File: config.mk
export PLATFORM = sky130hd
export DESIGN_NAME = cwmf_rank
export DESIGN_NICKNAME = d
export VERILOG_FILES = /design/src/rtl/cwmf_pkg.sv /design/src/rtl/cwmf_rank.sv
export SDC_FILE = /design/constraint.sdc
export NUM_CORES = 1
export LEC_CHECK = 0
export BUFFER_PORTS_ARGS = -buffer_cell sky130_fd_sc_hd__buf_2
export CAP_MARGIN = 15
export CORE_ASPECT_RATIO = 1.75
export CORE_MARGIN = 3
export CORE_UTILIZATION = 30
export CTS_CLUSTER_DIAMETER = 30
export DETAILED_ROUTE_END_ITERATION = 10
export RECOVER_POWER = 25
export SETUP_SLACK_MARGIN = 0.5
export SLEW_MARGIN = 20
export SYNTH_ARGS = -nofsm -noshare
export SYNTH_HDL_FRONTEND = slang
export SYNTH_SLANG_ARGS = --single-unit
File: constraint.sdc
create_clock -name clk -period 2.36 [get_ports clk]
set_clock_uncertainty 0.2 [all_clocks]
set_input_delay 0.472 -clock clk [delete_from_list [all_inputs] [get_ports clk]]
set_output_delay 0.472 -clock clk [all_outputs]
set_load 0.02 [all_outputs]
File: src/rtl/cwmf_pkg.sv
// Shared constants for the clipped window median filter.
package cwmf_pkg;

  localparam int unsigned CFG_ADDR_BITS = 4;

  localparam logic [1:0] REG_WIDTH  = 2'd0;
  localparam logic [1:0] REG_HEIGHT = 2'd1;
  localparam logic [1:0] REG_HROWS  = 2'd2;
  localparam logic [1:0] REG_HCOLS  = 2'd3;

  localparam logic CMD_PIXEL = 1'b0;
  localparam logic CMD_FLUSH = 1'b1;

  localparam int unsigned MAX_HEIGHT = 4096;
  localparam int unsigned ROW_BITS   = 13;

endpackage

File: src/rtl/cwmf_rank.sv
// Serial rank counter: compares the candidate against the window one pixel per cycle while en is high.
module cwmf_rank #(
  parameter int unsigned PIXEL_BITS = 16,
  parameter int unsigned CNT_BITS   = 6
) (
  input  logic                  clk,
  input  logic                  rst_n,
  input  logic                  clr,
  input  logic                  en,
  input  logic [PIXEL_BITS-1:0] cand,
  input  logic [PIXEL_BITS-1:0] other,
  input  logic                  other_before,
  output logic [CNT_BITS-1:0]   less_cnt
);
  import cwmf_pkg::*;

  logic [CNT_BITS-1:0] less_r, less_nxt;
  logic                smaller;

  // Ties break by window order so that every pixel has a distinct rank.
  assign smaller  = (other < cand) || ((other == cand) && other_before);
  assign less_nxt = clr ? '0 : (en && smaller) ? less_r + 1'b1 : less_r;
  assign less_cnt = less_r;

  always_ff @(posedge clk) begin
    if (!rst_n) begin
      less_r <= '0;
    end else begin
      less_r <= less_nxt;
    end
  end
endmodule

**After elaboration in Yosys (flattened, before gate mapping)**

Cells that the tools add are included.

- Memory bits (writable): 0
- Register bits after elaboration: 6
- Memories: 0
- Bits of input ports: 37
- Output and inout port bits: 6
- Memory bits (read-only): 0
- Logic and storage cells: 9
- Bits in latches: 0

- Mux-type cells: 0
- $add $sub $neg: 1
- Bitwise gates (word level): 1
- $mul: 0
- Div/mod/pow operators: 0
- Magnitude comparators: 1
- Equality and inequality tests: 1
- Shift operators: 0
- Reductions and logical operators: 4

Operators with widths:

| kind | number |
|---|---|
| 16-bit == test | 1 |
| 16-bit < comparator | 1 |
| 6-bit by 1-bit adder with 6-bit output (second input constant) | 1 |
| 1-bit logical AND | 2 |
| 2-bit OR reduction | 1 |
| 1-bit logical OR | 1 |
| 1-bit NOT | 1 |

**Logic depth before layout (Yosys ltp)**

- Depth in word-level cells: 4
- Gate-level depth with buffers: 8
- Depth with buffers taken out: 7

**Worst setup path before layout**

No wires, ideal clock.

- Path type: input-to-reg
- Start: in cand[7]
- End: reg less_r[3] (netlist: less_cnt[3])
- Setup time: 0.136 ns
- Path buffers: 0
- Arrival time: 1.745 ns
- Stages: 7
- Required time: 2.024 ns
- Setup slack: 0.279 ns
- Cell sequence: inv_1 > ha_1 > a21o_1 > a311oi_2 > o21a_4 > and3_4 > o311ai_2

- Word-level cells in the longest chain between the ends: 4
- Elaborated cells on any way between the ends: 5
- Those cells by class: order compare: 1; eq/ne: 1; reduce/logical: 3

RTL lines:

| item | RTL line | RTL |
|---|---|---|
| from (decl) | cwmf_rank.sv:10 | `input logic [PIXEL_BITS-1:0] cand,` |
| parallel branches: the longest is 2 deep, another holds 16-bit < comparator | - |  |
| 1-bit logical OR (*) | cwmf_rank.sv:21 | `assign smaller = (other < cand) \|\| ((other == cand) && other_before);` |
| 1-bit logical AND (*) | cwmf_rank.sv:22 | `assign less_nxt = clr ? '0 : (en && smaller) ? less_r + 1'b1 : less_r;` |
| to (signal assigned) | cwmf_rank.sv:29 | `less_r <= less_nxt;` |
| to (decl) | cwmf_rank.sv:17 | `logic [CNT_BITS-1:0] less_r, less_nxt;` |

Mark *: on every way between the ends.
A chain may end at the register's enable or synchronous reset.

**Worst setup path after layout**

- Start: in cand[5]
- End: reg less_r[4] (netlist: less_cnt[4])

The elaborated chain is that of the path after synthesis.

==> results.sh <==
export IMPL_status="completed"
export IMPL_crit_required_ns=2.25
export IMPL_grt_pass1_wl_mm=3.68
export IMPL_irDropWorstVdd_mv=0.270
export IMPL_clkSinkCount=6
export IMPL_cts_tree="yes"
export IMPL_crit_path_start="cand[5]"
export IMPL_ys_seq_area_frac=0.138
export IMPL_timing_rr_start="less_cnt[0]"
export IMPL_rows=25
export IMPL_largest_reg_flops=6
export IMPL_start_kind="input pin"
export IMPL_cts_root_buf="clkbuf_8"
export IMPL_ios=43
export IMPL_drt_iter0_markers=5
export IMPL_syn_mean_instance_area_um2=8.28
export IMPL_rsz0062_at_grt="yes"
export IMPL_clk_latency_ns=0.22
export IMPL_cp_num_cells=8
export IMPL_syn_num_nets=159
export IMPL_grt_max_degree=13
export IMPL_finalSetupTns_ns=0
export IMPL_h_tree_depth=1
export IMPL_fin_crit_ns=1.90
export IMPL_max_clock_path_buffers=2
export IMPL_antenna_cells=0
export IMPL_vias=925
export IMPL_io_buffers=42
export IMPL_hold_class="reg2reg"
export IMPL_drive_above_1_share=0.556
export IMPL_timing_final_max_slew_violations=0
export IMPL_drt_total_wl_mm=2.26
export IMPL_place_gp_congestion=0.829
export IMPL_finalHoldViolations=0
export IMPL_async_flop_share=0
export IMPL_ys_types=29
export IMPL_grt_pass1_vias=953
export IMPL_power_density_nw_per_um2=302
export IMPL_via_per_inst=5.20
export IMPL_placed_cells=173
export IMPL_reg2regPathDepth=5
export IMPL_gr_total_overflow=0
export IMPL_ys_ff_latch=6
export IMPL_syn_area_um2=870
export IMPL_crit_path_max_incr_delay_ns=0.28
export IMPL_cp_max_fo=5
export IMPL_worst_pin_slew_ns=0.445
export IMPL_yosysTopAreaCell="ha_1"
export IMPL_die_w_um=46.7
export IMPL_fin_cells=178
export IMPL_antenna_found_initial=0
export IMPL_fmax_mhz=527
export IMPL_min_path_cells=2
export IMPL_endpoint_kind="flop"
export IMPL_post_drt_wl_per_cell_um=12.7
export IMPL_synth_area_leaders="ha_1, dfxtp_1, inv_1"
export IMPL_cp_top_family="compound AO/OA/AOI/OAI gates"
export IMPL_worstSetupPathType="in2reg"
export IMPL_finalWorstSetupSlack_ns=0.463
export IMPL_total_power_uw=440
export IMPL_start_util=0.316
export IMPL_ys_warn_count=0
export IMPL_hold_ws_ns=0.285
export IMPL_clk_pin_slew_ns=0.04
export IMPL_hpwl_mm=1.96
export IMPL_max_cap_violations=0
export IMPL_final_nets=207
export IMPL_critical_path_slowest_cell="a311oi_2"
export IMPL_dieArea_um2=3610
export IMPL_synth_top_area_share=0.245
export IMPL_coreArea_um2=2750
export IMPL_syn_inst=105
export IMPL_relSlewSlack=0.701
export IMPL_p_leak_uw=0.000655
export IMPL_cts_hold_fix_buffers=0
export IMPL_drc=0
export IMPL_synth_ff_type="dfxtp_1"
export IMPL_crit_chain="buf_6 -> inv_6 -> ha_4 -> a21o_1 -> a311oi_2 -> o21a_4 -> and3_4 -> o311ai_4"
export IMPL_cts_buffers=3
export IMPL_dpl_worst_slack_ns=0.161
export IMPL_drtAntennaViolNets=0
export IMPL_synth_enable_flop_cells=0
export IMPL_grtUsageTotal=0.134
export IMPL_min_from="less_cnt[2]"
export IMPL_setup_violations=0
export IMPL_first_pass_iters=2
export IMPL_cp_arrival_ns=1.78
export IMPL_fp_dieH_um=77.2
export IMPL_path_buf_inv=2
export IMPL_finalCritPeriodShare=0.804
export IMPL_syn2layout_area_growth_pct=67.5
==> synth_stat cells (2+ instances only) <==
| cell | count |
|---|---|
| o211a_1 | 2 |
| nand4_1 | 5 |
| ha_1 | 17 |
| and3_4 | 2 |
| o211ai_1 | 2 |
| a21o_1 | 3 |
| o311ai_2 | 3 |
| mux2i_1 | 3 |
| nand2_1 | 14 |
| nand2b_1 | 4 |
| a21boi_0 | 2 |
| dfxtp_1 | 6 |
| and4_1 | 2 |
| a21oi_1 | 6 |
| nor4_1 | 3 |
| inv_1 | 18 |
==> layout make-up <==
| class | instances | area (um2) |
|---|---|---|
| repair buffers | 45 | 320 |
| fillers | 260 | 1300 |
| inverters | 18 | 85.1 |
| clock buffers | 3 | 41.3 |
| flip-flops and latches | 6 | 120 |
| well taps | 27 | 33.8 |
| multi-input cells | 79 | 856 |
==> worst reg2reg max path: stages (launching register included) <==
cell and delay, ns:
dfxtp_1 0.41, ha_1 0.24, nand2_1 0.08, o211ai_1 0.15, a21boi_1 0.27, o311ai_4 0.14
==> stage by stage <==
step / utilization / instance area, um2
after detailed placement: 0.466 / 1280
final: 0.529 / 1460
after global routing: 0.529 / 1460
after floorplan: - / 1050
after CTS: 0.500 / 1380
after global placement: 0.466 / 1280
==> power by group <==
part	switching, uW	total (uW)	internal (uW)
clock network	45.3	155	110
registers	2.43	106	104
logic	80.0	179	99.3
==> final timing paths <==
check	to	slack, ns
worst min register to register	less_cnt[2]	0.28
worst min-delay path	less_cnt[2]	0.28
worst max-delay path	less_cnt[4]	0.46
worst max register to register	less_cnt[4]	0.73
==> per-layer routing <==
layer | track usage | wire length [um] | part of all wire | up-vias
met3 | 0.0164 | 123 | 0.054 | 7
li1 | - | - | - | 476
met2 | 0.260 | 1300 | 0.57 | 28
met4 | 0.0499 | 54 | 0.024 | 0
met1 | 0.129 | 784 | 0.35 | 414
met5 | 0 | 0 | 0 | -
==> repair_timing <==
item                       in CTS  in global routing
pin swaps                      10                 13
setup buffers                   1                  1
resized for setup               7                 14
setup endpoints to repair       6                  6
==> kinds of logic after synthesis <==
group | Yosys count | share of synthesized area
fa+ha+maj | 17 | 0.245
mux | 3 | 0.0345
buf+inv | 20 | 0.0950
flops | 6 | 0.138
simple gates | 34 | 0.227
compound gates | 25 | 0.260
==> cells in the final DEF, fill, tap and decap left out, types with 2 or more instances in the layout <==
cell type	n
mux2i_1	3
clkbuf_1	3
buf_6	11
clkbuf_8	3
nand2_1	13
nand4_1	5
inv_4	2
ha_4	12
o211ai_1	2
inv_1	6
o211a_1	2
and3_4	2
nand2b_1	4
o311ai_2	2
inv_2	8
a21oi_2	2
dfxtp_1	6
ha_1	5
and4_4	2
a21o_1	3
a21oi_1	4
a21boi_1	2
buf_2	27
nor4_1	3
buf_4	2
(Power assumes the default switching activity.)
